===== config.mk =====
export PLATFORM = sky130hd
export DESIGN_NAME = positional_list_store
export DESIGN_NICKNAME = d
export VERILOG_FILES = /design/src/rtl/core/pls_pkg.sv /design/src/rtl/core/pls_datapath.sv /design/src/rtl/core/pls_ctrl.sv /design/src/rtl/core/positional_list_store.sv
export SDC_FILE = /design/constraint.sdc
export NUM_CORES = 1
export LEC_CHECK = 0
export BUFFER_PORTS_ARGS = -buffer_cell sky130_fd_sc_hd__buf_2
export CELL_PAD_IN_SITES_DETAIL_PLACEMENT = 0
export CELL_PAD_IN_SITES_GLOBAL_PLACEMENT = 2
export CORE_ASPECT_RATIO = 1.25
export CORE_MARGIN = 2
export CORE_UTILIZATION = 45
export CTS_CLUSTER_SIZE = 40
export DETAILED_ROUTE_END_ITERATION = 8
export GPL_ROUTABILITY_DRIVEN = 0
export PLACE_DENSITY = 0.78
export SETUP_SLACK_MARGIN = 0.15
export SLEW_MARGIN = 15
export SYNTH_ARGS = -nofsm -noshare
export SYNTH_HDL_FRONTEND = slang
export SYNTH_SLANG_ARGS = --single-unit
export TNS_END_PERCENT = 10

===== constraint.sdc =====
create_clock -name clk -period 7.33 [get_ports clk]
set_clock_uncertainty 0.1 [all_clocks]
set_input_delay 1.466 -clock clk [delete_from_list [all_inputs] [get_ports clk]]
set_output_delay 1.466 -clock clk [all_outputs]
set_load 0.1 [all_outputs]

===== src/rtl/core/pls_pkg.sv =====
// Shared types and constants for the positional list store.
`timescale 1ns / 1ps

package pls_pkg;

	localparam int DATA_W       = 32;
	localparam int POS_W        = 8;
	localparam int CAPACITY_DEF = 32;

	// Request kinds
	typedef enum logic [2:0] {
		REQ_INS_END   = 3'd0,
		REQ_INS_FRONT = 3'd1,
		REQ_INS_POS   = 3'd2,
		REQ_READ      = 3'd3,
		REQ_UPDATE    = 3'd4,
		REQ_DEL_FRONT = 3'd5,
		REQ_DEL_END   = 3'd6,
		REQ_DEL_POS   = 3'd7
	} req_kind_t;

	// Result status codes
	typedef enum logic [2:0] {
		ST_OK      = 3'd0,
		ST_INVALID = 3'd1,
		ST_RANGE   = 3'd2,
		ST_EMPTY   = 3'd3,
		ST_FULL    = 3'd4
	} status_t;

	// What a memory read is for
	typedef enum logic [1:0] {
		RD_NONE,
		RD_INS,
		RD_DEL,
		RD_LIST
	} rd_mode_t;

	// Index counter operations
	typedef enum logic [2:0] {
		IDX_HOLD,
		IDX_FROM_CNT,
		IDX_ZERO,
		IDX_ONE,
		IDX_FROM_POS,
		IDX_INC,
		IDX_DEC
	} idx_op_t;

	// Target index selection
	typedef enum logic [1:0] {
		TGT_HOLD,
		TGT_ZERO,
		TGT_COUNT,
		TGT_POS
	} tgt_sel_t;

	// Controller to datapath commands
	typedef struct packed {
		logic     load_req;
		tgt_sel_t tgt_sel;
		idx_op_t  idx_op;
		rd_mode_t rd_mode;
		logic     wr_val;
		logic     wr_at_pos;
		logic     cnt_inc;
		logic     cnt_dec;
		logic     emit_status;
		status_t  status;
	} dp_cmd_t;

	// Datapath to controller status
	typedef struct packed {
		req_kind_t kind;
		logic      cnt_zero;
		logic      cnt_full;
		logic      pos_zero;
		logic      pos_gt_cnt;
		logic      pos_gt_cnt1;
		logic      idx_gt_tgt;
		logic      idx_lt_cnt;
		logic      idx_last;
	} dp_stat_t;

endpackage


===== src/rtl/core/pls_datapath.sv =====
// Datapath: request registers, element memory, count, index walk and result register.
`timescale 1ns / 1ps

module pls_datapath #(
	parameter int CAPACITY = pls_pkg::CAPACITY_DEF
) (
	input  logic                             clk,
	input  logic                             arst_n,
	input  logic [2:0]                       req_type,
	input  logic [pls_pkg::POS_W-1:0]        position,
	input  logic signed [pls_pkg::DATA_W-1:0] value,
	input  pls_pkg::dp_cmd_t                 cmd,
	output pls_pkg::dp_stat_t                stat,
	output logic                             strobe,
	output logic [2:0]                       status,
	output logic signed [pls_pkg::DATA_W-1:0] element,
	output logic                             is_element,
	output logic                             last
);

	localparam int IDX_W = (CAPACITY > 1) ? $clog2(CAPACITY) : 1;
	localparam int CNT_W = $clog2(CAPACITY + 1);
	localparam int CMP_W = ((CNT_W > pls_pkg::POS_W) ? CNT_W : pls_pkg::POS_W) + 1;

	logic [pls_pkg::DATA_W-1:0] mem [CAPACITY];

	pls_pkg::req_kind_t         kind_q;
	logic [pls_pkg::POS_W-1:0]  pos_q;
	logic [pls_pkg::DATA_W-1:0] val_q;
	logic [CNT_W-1:0]           count_q;
	logic [CNT_W-1:0]           idx_q;
	logic [IDX_W-1:0]           tgt_q;

	pls_pkg::rd_mode_t          rd_mode_s1;
	logic [IDX_W-1:0]           wr_addr_s1;
	logic                       last_s1;
	logic [pls_pkg::DATA_W-1:0] rdata_s1;

	logic [IDX_W-1:0]           pos_m1;
	logic [IDX_W-1:0]           rd_addr;
	logic [IDX_W-1:0]           shift_wr_addr;
	logic [CMP_W-1:0]           pos_ext;
	logic [CMP_W-1:0]           cnt_ext;
	logic [CNT_W-1:0]           idx_m1;

	// Compare helpers
	assign pos_m1  = IDX_W'(pos_q - pls_pkg::POS_W'(1));
	assign idx_m1  = idx_q - CNT_W'(1);
	assign pos_ext = CMP_W'(pos_q);
	assign cnt_ext = CMP_W'(count_q);

	// Status back to the controller
	always_comb begin
		stat.kind        = kind_q;
		stat.cnt_zero    = (count_q == '0);
		stat.cnt_full    = (count_q >= CNT_W'(CAPACITY));
		stat.pos_zero    = (pos_q == '0);
		stat.pos_gt_cnt  = (pos_ext > cnt_ext);
		stat.pos_gt_cnt1 = (pos_ext > cnt_ext + CMP_W'(1));
		stat.idx_gt_tgt  = (idx_q > CNT_W'(tgt_q));
		stat.idx_lt_cnt  = (idx_q < count_q);
		stat.idx_last    = (idx_q == count_q - CNT_W'(1));
	end

	// Read address and the write address of a shift step
	always_comb begin
		case (cmd.rd_mode)
			pls_pkg::RD_INS: begin
				rd_addr       = idx_m1[IDX_W-1:0];
				shift_wr_addr = idx_q[IDX_W-1:0];
			end
			pls_pkg::RD_DEL: begin
				rd_addr       = idx_q[IDX_W-1:0];
				shift_wr_addr = idx_m1[IDX_W-1:0];
			end
			default: begin
				rd_addr       = idx_q[IDX_W-1:0];
				shift_wr_addr = idx_q[IDX_W-1:0];
			end
		endcase
	end

	// Request registers
	always_ff @(posedge clk) begin
		if (cmd.load_req) begin
			kind_q <= pls_pkg::req_kind_t'(req_type);
			pos_q  <= position;
			val_q  <= value;
		end
	end

	// Target index
	always_ff @(posedge clk) begin
		case (cmd.tgt_sel)
			pls_pkg::TGT_ZERO:  tgt_q <= '0;
			pls_pkg::TGT_COUNT: tgt_q <= count_q[IDX_W-1:0];
			pls_pkg::TGT_POS:   tgt_q <= pos_m1;
			default:            tgt_q <= tgt_q;
		endcase
	end

	// Element count and walk index
	always_ff @(posedge clk or negedge arst_n) begin
		if (!arst_n) begin
			count_q <= '0;
			idx_q   <= '0;
		end else begin
			if (cmd.cnt_inc)
				count_q <= count_q + CNT_W'(1);
			else if (cmd.cnt_dec)
				count_q <= count_q - CNT_W'(1);
			case (cmd.idx_op)
				pls_pkg::IDX_FROM_CNT: idx_q <= count_q;
				pls_pkg::IDX_ZERO:     idx_q <= '0;
				pls_pkg::IDX_ONE:      idx_q <= CNT_W'(1);
				pls_pkg::IDX_FROM_POS: idx_q <= CNT_W'(pos_q);
				pls_pkg::IDX_INC:      idx_q <= idx_q + CNT_W'(1);
				pls_pkg::IDX_DEC:      idx_q <= idx_m1;
				default:               idx_q <= idx_q;
			endcase
		end
	end

	// Read stage tags
	always_ff @(posedge clk or negedge arst_n) begin
		if (!arst_n) begin
			rd_mode_s1 <= pls_pkg::RD_NONE;
		end else begin
			rd_mode_s1 <= cmd.rd_mode;
		end
	end

	always_ff @(posedge clk) begin
		wr_addr_s1 <= shift_wr_addr;
		last_s1    <= stat.idx_last;
	end

	// Element memory: one write port, one registered read port
	always_ff @(posedge clk) begin
		rdata_s1 <= mem[rd_addr];
		if (rd_mode_s1 == pls_pkg::RD_INS || rd_mode_s1 == pls_pkg::RD_DEL)
			mem[wr_addr_s1] <= rdata_s1;
		else if (cmd.wr_val)
			mem[cmd.wr_at_pos ? pos_m1 : tgt_q] <= val_q;
	end

	// Result register
	always_ff @(posedge clk or negedge arst_n) begin
		if (!arst_n) begin
			strobe <= 1'b0;
		end else begin
			strobe <= cmd.emit_status || (rd_mode_s1 == pls_pkg::RD_LIST);
		end
	end

	always_ff @(posedge clk) begin
		if (rd_mode_s1 == pls_pkg::RD_LIST) begin
			status     <= pls_pkg::ST_OK;
			element    <= rdata_s1;
			is_element <= 1'b1;
			last       <= last_s1;
		end else if (cmd.emit_status) begin
			status     <= cmd.status;
			element    <= '0;
			is_element <= 1'b0;
			last       <= 1'b1;
		end
	end

endmodule


===== src/rtl/core/pls_ctrl.sv =====
// Controller: request checks and the sequencing of shifts and list reads.
`timescale 1ns / 1ps

module pls_ctrl (
	input  logic              clk,
	input  logic              arst_n,
	input  logic              start,
	output logic              busy,
	input  pls_pkg::dp_stat_t stat,
	output pls_pkg::dp_cmd_t  cmd
);

	typedef enum logic [2:0] {
		S_IDLE,
		S_CHECK,
		S_INS_SHIFT,
		S_INS_PUT,
		S_DEL_SHIFT,
		S_RD_LIST
	} state_t;

	state_t state_q;
	state_t state_d;

	// Next state and commands
	always_comb begin
		state_d         = state_q;
		cmd.load_req    = 1'b0;
		cmd.tgt_sel     = pls_pkg::TGT_HOLD;
		cmd.idx_op      = pls_pkg::IDX_HOLD;
		cmd.rd_mode     = pls_pkg::RD_NONE;
		cmd.wr_val      = 1'b0;
		cmd.wr_at_pos   = 1'b0;
		cmd.cnt_inc     = 1'b0;
		cmd.cnt_dec     = 1'b0;
		cmd.emit_status = 1'b0;
		cmd.status      = pls_pkg::ST_OK;
		case (state_q)
			S_IDLE: begin
				if (start) begin
					cmd.load_req = 1'b1;
					state_d      = S_CHECK;
				end
			end
			S_CHECK: begin
				state_d = S_IDLE;
				case (stat.kind)
					pls_pkg::REQ_INS_END, pls_pkg::REQ_INS_FRONT: begin
						if (stat.cnt_full) begin
							cmd.emit_status = 1'b1;
							cmd.status      = pls_pkg::ST_FULL;
						end else begin
							cmd.tgt_sel = (stat.kind == pls_pkg::REQ_INS_END) ?
								pls_pkg::TGT_COUNT : pls_pkg::TGT_ZERO;
							cmd.idx_op  = pls_pkg::IDX_FROM_CNT;
							state_d     = S_INS_SHIFT;
						end
					end
					pls_pkg::REQ_INS_POS: begin
						if (stat.pos_zero) begin
							cmd.emit_status = 1'b1;
							cmd.status      = pls_pkg::ST_INVALID;
						end else if (stat.pos_gt_cnt1) begin
							cmd.emit_status = 1'b1;
							cmd.status      = pls_pkg::ST_RANGE;
						end else if (stat.cnt_full) begin
							cmd.emit_status = 1'b1;
							cmd.status      = pls_pkg::ST_FULL;
						end else begin
							cmd.tgt_sel = pls_pkg::TGT_POS;
							cmd.idx_op  = pls_pkg::IDX_FROM_CNT;
							state_d     = S_INS_SHIFT;
						end
					end
					pls_pkg::REQ_READ: begin
						if (stat.cnt_zero) begin
							cmd.emit_status = 1'b1;
							cmd.status      = pls_pkg::ST_EMPTY;
						end else begin
							cmd.idx_op = pls_pkg::IDX_ZERO;
							state_d    = S_RD_LIST;
						end
					end
					pls_pkg::REQ_UPDATE: begin
						cmd.emit_status = 1'b1;
						if (stat.cnt_zero)
							cmd.status = pls_pkg::ST_EMPTY;
						else if (stat.pos_zero)
							cmd.status = pls_pkg::ST_INVALID;
						else if (stat.pos_gt_cnt)
							cmd.status = pls_pkg::ST_RANGE;
						else begin
							cmd.wr_val    = 1'b1;
							cmd.wr_at_pos = 1'b1;
						end
					end
					pls_pkg::REQ_DEL_FRONT: begin
						if (stat.cnt_zero) begin
							cmd.emit_status = 1'b1;
							cmd.status      = pls_pkg::ST_EMPTY;
						end else begin
							cmd.idx_op = pls_pkg::IDX_ONE;
							state_d    = S_DEL_SHIFT;
						end
					end
					pls_pkg::REQ_DEL_END: begin
						cmd.emit_status = 1'b1;
						if (stat.cnt_zero)
							cmd.status = pls_pkg::ST_EMPTY;
						else
							cmd.cnt_dec = 1'b1;
					end
					default: begin
						if (stat.pos_zero) begin
							cmd.emit_status = 1'b1;
							cmd.status      = pls_pkg::ST_INVALID;
						end else if (stat.cnt_zero) begin
							cmd.emit_status = 1'b1;
							cmd.status      = pls_pkg::ST_EMPTY;
						end else if (stat.pos_gt_cnt) begin
							cmd.emit_status = 1'b1;
							cmd.status      = pls_pkg::ST_RANGE;
						end else begin
							cmd.idx_op = pls_pkg::IDX_FROM_POS;
							state_d    = S_DEL_SHIFT;
						end
					end
				endcase
			end
			// Move elements up one slot, top first; the last write lands on exit
			S_INS_SHIFT: begin
				if (stat.idx_gt_tgt) begin
					cmd.rd_mode = pls_pkg::RD_INS;
					cmd.idx_op  = pls_pkg::IDX_DEC;
				end else begin
					state_d = S_INS_PUT;
				end
			end
			S_INS_PUT: begin
				cmd.wr_val      = 1'b1;
				cmd.cnt_inc     = 1'b1;
				cmd.emit_status = 1'b1;
				state_d         = S_IDLE;
			end
			// Move elements down one slot, bottom first
			S_DEL_SHIFT: begin
				if (stat.idx_lt_cnt) begin
					cmd.rd_mode = pls_pkg::RD_DEL;
					cmd.idx_op  = pls_pkg::IDX_INC;
				end else begin
					cmd.cnt_dec     = 1'b1;
					cmd.emit_status = 1'b1;
					state_d         = S_IDLE;
				end
			end
			S_RD_LIST: begin
				cmd.rd_mode = pls_pkg::RD_LIST;
				cmd.idx_op  = pls_pkg::IDX_INC;
				if (stat.idx_last)
					state_d = S_IDLE;
			end
			default: begin
				state_d = S_IDLE;
			end
		endcase
	end

	// State and busy flag
	always_ff @(posedge clk or negedge arst_n) begin
		if (!arst_n) begin
			state_q <= S_IDLE;
			busy    <= 1'b0;
		end else begin
			state_q <= state_d;
			busy    <= (state_d != S_IDLE);
		end
	end

endmodule


===== src/rtl/core/positional_list_store.sv =====
// Top level of the positional list store: controller plus datapath.
// A rejected request, an update or a delete at end strobes its status straight from the check state.
// Inserts and deletes at index k shift the elements from k upward by one slot, busy throughout.
// A list read strobes one element per cycle, with no stall between elements.
// Shifts and list reads walk the element memory one slot at a time through its one read port.
// Reset clears the count and controller; memory contents stay undefined, no clearing pass.
// Results are single-cycle strobes; the receiver cannot stall them.
`timescale 1ns / 1ps

module positional_list_store #(
	parameter int CAPACITY = pls_pkg::CAPACITY_DEF
) (
	input  logic                              clk,
	input  logic                              arst_n,
	input  logic                              start,
	output logic                              busy,
	input  logic [2:0]                        req_type,
	input  logic [pls_pkg::POS_W-1:0]         position,
	input  logic signed [pls_pkg::DATA_W-1:0] value,
	output logic                              strobe,
	output logic [2:0]                        status,
	output logic signed [pls_pkg::DATA_W-1:0] element,
	output logic                              is_element,
	output logic                              last
);

	pls_pkg::dp_cmd_t  cmd;
	pls_pkg::dp_stat_t stat;

	pls_ctrl u_ctrl (
		.clk    (clk),
		.arst_n (arst_n),
		.start  (start),
		.busy   (busy),
		.stat   (stat),
		.cmd    (cmd)
	);

	pls_datapath #(
		.CAPACITY (CAPACITY)
	) u_dp (
		.clk        (clk),
		.arst_n     (arst_n),
		.req_type   (req_type),
		.position   (position),
		.value      (value),
		.cmd        (cmd),
		.stat       (stat),
		.strobe     (strobe),
		.status     (status),
		.element    (element),
		.is_element (is_element),
		.last       (last)
	);

endmodule


# == Yosys cells after proc, flatten, opt, wreduce, memory -nomap -nowiden ==
# Memory sizes are Yosys's and may differ from the RTL's. A register that Yosys moved wholly into a read port is not among the register bits.
# Index checks and enable logic that the tools add are counted.
# word_totals
ff_bits,110
mem_bits_rw,1024
elab_cells,143
output_inout_bits,39
n_memories,1
# memory_table
memory,words,word_bits,rd,rd_ports_with_merged_regs,write_ports,line_no,rtl
u_dp.mem,32,32,1,1,1,pls_datapath.sv:25,logic [pls_pkg::DATA_W-1:0] mem [CAPACITY];
# classes
addsub,6
muxes,74
eq_ne,26
n_reduce_logical,15
magnitude_cmp,5
# op_table
operator,n
$mux 32,3
$mux 5,10
$pmux 3 s5,3
$mux 3,14
$pmux 6 s6,1
$reduce_or 32->1,1
$mux 4,7
$eq 3x3->1 const B,8
$mux 2,12
$pmux 4 s5,1
$eq 3x2->1 const B,6
$pmux 5 s3,1
$mux 1,14
$add 6x1->6 const B,2
$mux 6,2
$pmux 3 s4,1
$sub 6x1->6 const B,2
$eq 2x2->1 const B,5
$eq 3x1->1 const B,3
$gt 8x6->1,1
$gt 8x7->1,1
$logic_not 8->1,1
$add 6x1->7 const B,1
$eq 2x1->1 const B,3
16 further kinds,23

# == Longest topological paths before layout ==
# Gate-level depths: netlist (run 1).
# depth
depth_word,11
ltp_mapped,15
ltp_nobuf,13

# == By module ==
# Synthesis (run 1) repeated with hierarchy kept, for this count alone.
# hier_totals
cells_unflattened,3374
area_unflattened_um2,50890.1
# by_module_without_submodules
mod,seq_area_each_um2,instances,area_per_inst_um2,cells_each
pls_datapath,34398.0,1,50269.5,3285
pls_ctrl,100.1,1,620.6,89

# == Worst setup path before layout (run 1) ==
# No wires, ideal clock.
# synth_path
path_type,input -> register
start,input port start
end,register u_ctrl.busy
n_path_buf,0
cell_stages,3
setup_slack_ns,0.709
t_arrival_ns,6.457
cell_sequence,nor4b_1 > or4_1 > or4b_1
# synth_via
elab_chain_len,3
# synth_lines
element,line_no,rtl
from (decl),positional_list_store.sv:15,"input logic start,"
$mux 3,pls_ctrl.sv:40,if (start) begin
$pmux 3 s5,pls_ctrl.sv:38,case (state_q)
named net u_ctrl.state_d[0],pls_ctrl.sv:23,state_t state_d;
$reduce_bool 3->1,pls_ctrl.sv:175,busy <= (state_d != S_IDLE);
to (signal assigned),pls_ctrl.sv:175,
to (decl),pls_ctrl.sv:8,"output logic busy,"
# The timed path passes the listed nets, and every way through them passes these cells.
# A chain may end at the register's enable or synchronous reset.

# == Final worst setup path (run 1) ==
# layout_path
start,register u_dp.count_q[3]
end,memory u_dp.mem[13][22] (netlist name) (enable)
# layout_via
elab_chain_len,11
# layout_lines
element,line_no,rtl
from (decl),pls_datapath.sv:30,logic [CNT_W-1:0] count_q;
from (signal assigned),pls_datapath.sv:109,count_q <= count_q + CNT_W'(1);
from (signal assigned),pls_datapath.sv:111,count_q <= count_q - CNT_W'(1);
$gt 8x6->1,pls_datapath.sv:58,stat.pos_gt_cnt = (pos_ext > cnt_ext);
$mux 2,pls_ctrl.sv:90,else if (stat.pos_gt_cnt)
$mux 2,pls_ctrl.sv:88,else if (stat.pos_zero)
$mux 2 (*),pls_ctrl.sv:86,if (stat.cnt_zero)
$mux 2 (*),pls_ctrl.sv:47,case (stat.kind)
$pmux 1 s2,pls_ctrl.sv:38,
$mux 1,pls_datapath.sv:143,else if (cmd.wr_val)
$mux 1,pls_datapath.sv:141,if (rd_mode_s1 == pls_pkg::RD_INS || rd_mode_s1 == pls_pkg::RD_DEL)
$mux 1,pls_datapath.sv:144,mem[cmd.wr_at_pos ? pos_m1 : tgt_q] <= val_q;
$reduce_or 32->1 (no source line),-,
$mux 5 (no source line) or $mux 1 (tied branches),-,
to (decl),pls_datapath.sv:25,
# Mark *: on every way between the ends. The rest lies on a longest branch, timed or not.

==> results of run 1 <==
cell families after synthesis:
kind of cell	Yosys count
AND/OR/NAND/NOR	1506
flip-flops	1166
AO/OA/AOI/OAI	329
buffers and inverters	231
multiplexers	104
adder cells (fa/ha/maj)	31
XOR/XNOR	25
sequential cells by signal, summed over array words and instances, names as in the netlist:
register	flops
u_dp.tgt_q	5
u_dp.last_s1	1
u_dp.last	1
u_ctrl.state_q	3
u_dp.strobe	1
u_dp.rdata_s1	32
u_ctrl.busy	1
u_dp.kind_q	3
u_dp.element	32
u_dp.status	3
u_dp.mem	1024
u_dp.rd_mode_s1	2
u_dp.idx_q	6
u_dp.wr_addr_s1	5
u_dp.is_element	1
u_dp.pos_q	8
u_dp.val_q	32
u_dp.count_q	6
report_power, final:
group | internal [mW] | switching (mW) | total [mW]
clock network | 3.30 | 2.55 | 5.85
registers | 9.01 | 0.404 | 9.42
logic | 2.01 | 6.40 | 8.41
total | 14.3 | 9.36 | 23.7
placed cells by master, fill, tap and decap left out, drive strengths merged, types with 17 or more instances in the layout:
| cell | netlist | final |
|---|---|---|
| inv | 22 | 27 |
| and3 | 39 | 39 |
| a21oi | 30 | 30 |
| nand3 | 304 | 304 |
| nand4 | 65 | 65 |
| and2 | 35 | 35 |
| mux2 | 33 | 33 |
| o21ai | 17 | 17 |
| mux2i | 71 | 71 |
| a31oi | 160 | 160 |
| ha | 31 | 31 |
| nand2 | 937 | 937 |
| clkinv | 1 | 45 |
| clkbuf | 111 | 151 |
| a32oi | 64 | 64 |
| dfrtp | 19 | 19 |
| edfxtp | 1105 | 1105 |
| buf | 97 | 150 |
| xnor2 | 18 | 18 |
| nor3 | 18 | 18 |
| nor2 | 68 | 68 |
| dfxtp | 42 | 42 |
stage by stage:
| step | setup slack [ns] | total power [mW] | instances | area (sq um) | utilization |
|---|---|---|---|---|---|
| after floorplan | 0.709 | 14.9 | 3392 | 46000 | - |
| after global placement | 1.98 | 17.9 | 4659 | 48100 | 0.473 |
| after detailed placement | 1.93 | 18.0 | 4663 | 48200 | 0.474 |
| after CTS | 1.91 | 23.8 | 4877 | 52000 | 0.510 |
| after global routing | 1.73 | 24.8 | 4879 | 52000 | 0.511 |
| final | 1.89 | 23.7 | 4879 | 52000 | 0.511 |
final cells by class:
cell class                      instances  area, sq um  share of cell area
Sequential cell                      1166        34500               0.664
Multi-Input combinational cell       1995        10900               0.210
Clock buffer                          151         3090              0.0595
Tap cell                             1330         1660              0.0320
Timing Repair Buffer                  150         1100              0.0212
Clock inverter                         63          638              0.0123
Inverter                               23         86.3             0.00166
Antenna cell                            1         2.50           0.0000481
layer usage:
layer  share of wire  track usage  vias to the layer above
li1                -            -                    12700
met1            0.41        0.333                    14800
met2            0.49        0.416                     1246
met3           0.071       0.0378                      209
met4           0.032       0.0875                        0
met5               0            0                        -
worst max path at each step:
stage	start	end	slack (ns)	cells past startpoint
5_1_grt	u_dp.count_q[3]	u_dp.mem[13][22]	1.73	10
3_5_place_dp	u_dp.count_q[3]	u_dp.mem[9][19]	1.93	10
4_1_cts	u_dp.count_q[3]	u_dp.mem[9][2]	1.91	10
2_1_floorplan	start	u_ctrl.busy	0.71	3
3_3_place_gp	u_dp.count_q[3]	u_dp.mem[9][18]	1.98	10
6_report	u_dp.count_q[3]	u_dp.mem[13][22]	1.89	10
==> flow_summary.toml, run 1 <==
[run_status]
outcome = "finished, final reports clean"

[detailed_routing]
drtIter0Drc = 3044
vias = 29000
postRouteAntennaNets = 0
firstDrtPassIters = 5
wirelength_um = 132000
avgRoutedWirePerCell_um = 27.0
viasPerCell = 5.94
drc = 0

[timing]
rsz0062_at_grt = "false"
slew_violations = 0
period_minus_slack_ns = 5.44
fmax_mhz = 184
setup_viol = 0
hold_ws_ns = 0.349
worstMarginPinSlew_ns = 1.20
finalHoldViolCount = 0
fin_tns_setup_ns = 0
slew_headroom = 0.196
finalCritPeriodShare = 0.742

[logic_synthesis]
yosysMostFrequentCell = "edfxtp_1"
yosysTopAreaCellShare = 0.721
synth_cells = 3392
synth-compound-area-share = 0.0497
synth_enable_flop_cells = 1105
synth-xor-area-share = 0.00476
synth_common_cells = "edfxtp_1 (1105), nand2_1 (937), nand3_1 (303), a31oi_1 (160), clkbuf_1 (110)"
yosys.area_share.simple = 0.142
async_reset_ff_frac = 0.0163
synth.area.mux_share = 0.0236
ys_types = 72
syn_area_sq_um = 46000
synth_fa_ha_area_frac = 0.00843
yosys_register_bits = 1166
synth_top_family_by_area = "simple AND/OR/NAND/NOR gates"
synth_ff_type = "edfxtp_1"
yosysTopAreaCell = "edfxtp_1"
synth_warnings = 0
syn_nets = 3469
synth_area_per_cell_sq_um = 13.6
seq_area_frac_synth = 0.750
synthTopCellsByArea = "edfxtp_1 (72%), nand2_1 (7.6%), nand3_1 (3.3%)"

[power]
p_per_area_nw_per_um2 = 456
p_leak_nw = 17.7
max-vdd-ir-drop_v = 0.000406

[place]
hpwl_um = 72000
numPortBuffers = 84

[worst_setup_path]
worstPathRequired_ns = 7.62
cp_data_arrival_time_ns = 5.73
slowest_delay_ns = 1.09
rrSetupSlack_ns = 1.89
crit_chain = "clkinv_1, ha_1, nand3_1, o21bai_1, a21oi_1, o22a_2, mux2_4, nand2b_1, nor2_4, buf_4"
path_max_fanout = 24
crit_buf_inv = 2
critical_path_class = "flip-flop to flip-flop"
cp_slowest_cell = "nor2_4"
reg2regPathDepth = 10
r2r_start = "u_dp.count_q[3]"
reg2reg_to = "u_dp.mem[13][22]"
startpoint_type = "flip-flop"
path_delay_family = "simple AND/OR/NAND/NOR gates"
end_kind = "flip-flop"

[clock_network]
clockBufferDepth = 3
cts_setup_buffers = 0
cts_root_buf = "clkbuf_16"
cts_hold_buf = 0
cts-resized-gates = 0
cts_tree = "built"
cts_made_buffers = 114
clk_transition_reported_paths_ns = 0.06
htree_levels = 3
clock_latency_ns = 0.71
clock_sink_count = 1166

[hold_path]
min_to = "u_dp.is_element"
holdPathStages = 1
hp-class = "flip-flop to flip-flop"
min_from = "u_dp.is_element"

[floorplan]
die_y_um = 362
io_pins = 85
die_w_um = 290
row_count = 131
initial_utilization = 0.452
die_area_sq_um = 105000
core-area_sq_um = 102000

[layout]
area_growth_pct = 13.0
drive_above_1_share = 0.116
fillCellCount = 8588
fin_nets = 3527

[run]
maxCapViolCount = 0

[global_routing]
grtUsageTotal = 0.249
overflow = 0
grt_pass1_vias = 28200
grt_pass1_wl_um = 192000
antenna_found_initial = 2
grt_max_degree = 129
No activity file was read; power rests on OpenSTA's default activity.
==> run 2, diff against run 1 <==
--- a/config.mk
+++ b/config.mk
@@ -10,11 +10,11 @@
 export CELL_PAD_IN_SITES_GLOBAL_PLACEMENT = 2
 export CORE_ASPECT_RATIO = 1.25
 export CORE_MARGIN = 2
-export CORE_UTILIZATION = 45
+export CORE_UTILIZATION = 41
 export CTS_CLUSTER_SIZE = 40
 export DETAILED_ROUTE_END_ITERATION = 8
 export GPL_ROUTABILITY_DRIVEN = 0
-export PLACE_DENSITY = 0.78
+export PLACE_DENSITY = 0.75
 export SETUP_SLACK_MARGIN = 0.15
 export SLEW_MARGIN = 15
 export SYNTH_ARGS = -nofsm -noshare
==> constraint.sdc (replaced) <==
create_clock -name clk -period 4.95 [get_ports clk]
set_clock_uncertainty 0.1 [all_clocks]
set_input_delay 0.99 -clock clk [delete_from_list [all_inputs] [get_ports clk]]
set_output_delay 0.99 -clock clk [all_outputs]
set_load 0.1 [all_outputs]
==> run 2 against run 1 <==
Combinational power rose by 61%; largest cell class unchanged; cell count up 4.4%; critical endpoint is now u_dp.mem[26][2]; largest power group unchanged; sequential power is 46% higher; utilization down 3.3 points; highest routed layer is now met5.
==> flow_summary.toml, run 2 (same netlist as run 1, synthesis figures left out) <==
[run_status]
outcome = "finished, final reports clean"

[floorplan]
die_y_um = 379
io_pins = 85
initial_utilization = 0.413
die_area_sq_um = 115000
row_count = 137
die_w_um = 304
core-area_sq_um = 111000

[layout]
top_register = "u_dp.mem"
drive_above_1_share = 0.138
diodes = 0
fin_area_sq_um = 53300
fillCellCount = 9859
final_util = 0.478
area_growth_pct = 15.7
fin_nets = 3613
final_cell_mix = "edfxtp_1 (1105), nand2_1 (936), nand3_1 (303), a31oi_1 (160), clkbuf_16 (116)"
largest_register_ffs = 1024
mostFrequentLayoutCell = "edfxtp_1"

[hold_path]
hp-class = "primary input to async pin"

[global_routing]
overflow = 0
grt_pass1_wl_um = 195000
grtUsageTotal = 0.233
antenna_found_initial = 6
grt_max_degree = 65
grt_pass1_vias = 28000

[timing]
worstMarginPinSlew_ns = 0.887
fin_tns_setup_ns = 0
period_minus_slack_ns = 4.38
finalCritPeriodShare = 0.886
slew_headroom = 0.401
slew_violations = 0
setup_viol = 0
finalHoldViolCount = 0
fmax_mhz = 228
rsz0062_at_grt = "false"
hold_ws_ns = 0.120
finalWorstSetupSlack_ns = 0.566

[clock_network]
clockBufferDepth = 3
clock_latency_ns = 0.75
cts_made_buffers = 115
cts_root_buf = "clkbuf_16"
cts_setup_buffers = 0
clk_transition_reported_paths_ns = 0.07
cts_tree = "built"
cts-resized-gates = 0
cts_hold_buf = 0
htree_levels = 3
clock_sink_count = 1166

[worst_setup_path]
reg2reg_to = "u_dp.mem[26][2]"
rrSetupSlack_ns = 0.57
startpoint_type = "flip-flop"
end_kind = "flip-flop"
worstPathRequired_ns = 5.26
cp_data_arrival_time_ns = 4.70
reg2regPathDepth = 11
path_max_fanout = 13
r2r_start = "u_dp.count_q[0]"
critical_path_class = "flip-flop to flip-flop"

[power]
max-vdd-ir-drop_v = 0.000470
p_per_area_nw_per_um2 = 679
p_leak_nw = 18.3

[detailed_routing]
postRouteAntennaNets = 0
drc = 0
drtIter0Drc = 2555
wirelength_um = 135000
firstDrtPassIters = 5
vias = 28500
viasPerCell = 5.59
avgRoutedWirePerCell_um = 26.4

[run]
maxCapViolCount = 0

[place]
dpl-instance-area_sq_um = 49400
numPortBuffers = 84
hpwl_um = 78200
pre_cts_slack_ns = 0.616
[run 2: cell count changes in the layout (fill, tap and decap cells not counted), moves of 4 or more]
cell,change
buf_4,+53
buf_12,+35
clkinv_2,+4
clkinv_4,-4
[run 2: report_power, final]
part	switching [mW]	internal, mW	leakage (nW)	total (mW)
Sequential	0.450	13.3	10.6	13.8
Clock	3.78	5.10	1.87	8.88
Combinational	9.87	3.59	5.85	13.5
[run 2: per-layer routing]
layer / up-vias / wire length [um] / GRT usage
met4: 4 / 4030 / 0.0824
met5: - / 33 / 0
met3: 225 / 7910 / 0.0327
li1: 12900 / - / -
met2: 857 / 65800 / 0.391
met1: 14500 / 56900 / 0.311
[run 2: final cells by class]
type / count / area [sq um] / share of cell area
Clock buffer: 152 / 3150 / 0.0591
Clock inverter: 66 / 667 / 0.0125
Inverter: 23 / 86.3 / 0.00162
Multi-Input combinational cell: 1995 / 10900 / 0.205
Sequential cell: 1166 / 34500 / 0.648
Tap cell: 1459 / 1830 / 0.0343
Timing Repair Buffer: 235 / 2120 / 0.0398
[run 2: worst max-delay path by stage]
stage                         start         endpoint  slack, ns  depth (start not counted)
floorplan           u_dp.count_q[0]  u_dp.mem[16][0]       0.37                         12
global placement    u_dp.count_q[0]  u_dp.mem[26][2]       0.72                         11
detailed placement  u_dp.count_q[0]  u_dp.mem[26][1]       0.62                         11
CTS                 u_dp.count_q[0]  u_dp.mem[26][2]       0.59                         11
global route        u_dp.count_q[0]  u_dp.mem[26][2]       0.27                         11
finish              u_dp.count_q[0]  u_dp.mem[26][2]       0.57                         11
[run 2: worst max-delay path, stage by stage (launching register included)]
cell,delay (ns)
dfrtp_1,0.56
inv_1,0.14
ha_1,0.25
a311oi_1,0.43
nand3_2,0.15
or3_1,0.32
o22a_2,0.32
a221o_1,0.45
nor2_1,0.16
nand2_1,0.27
nor2_4,0.57
buf_4,0.33
[run 2: stage by stage]
stage               power [mW]  instances
detailed placement        27.6       4878
global placement          27.6       4878
CTS                       36.4       5096
floorplan                 22.1       3392
finish                    36.1       5096
global route              37.8       5096
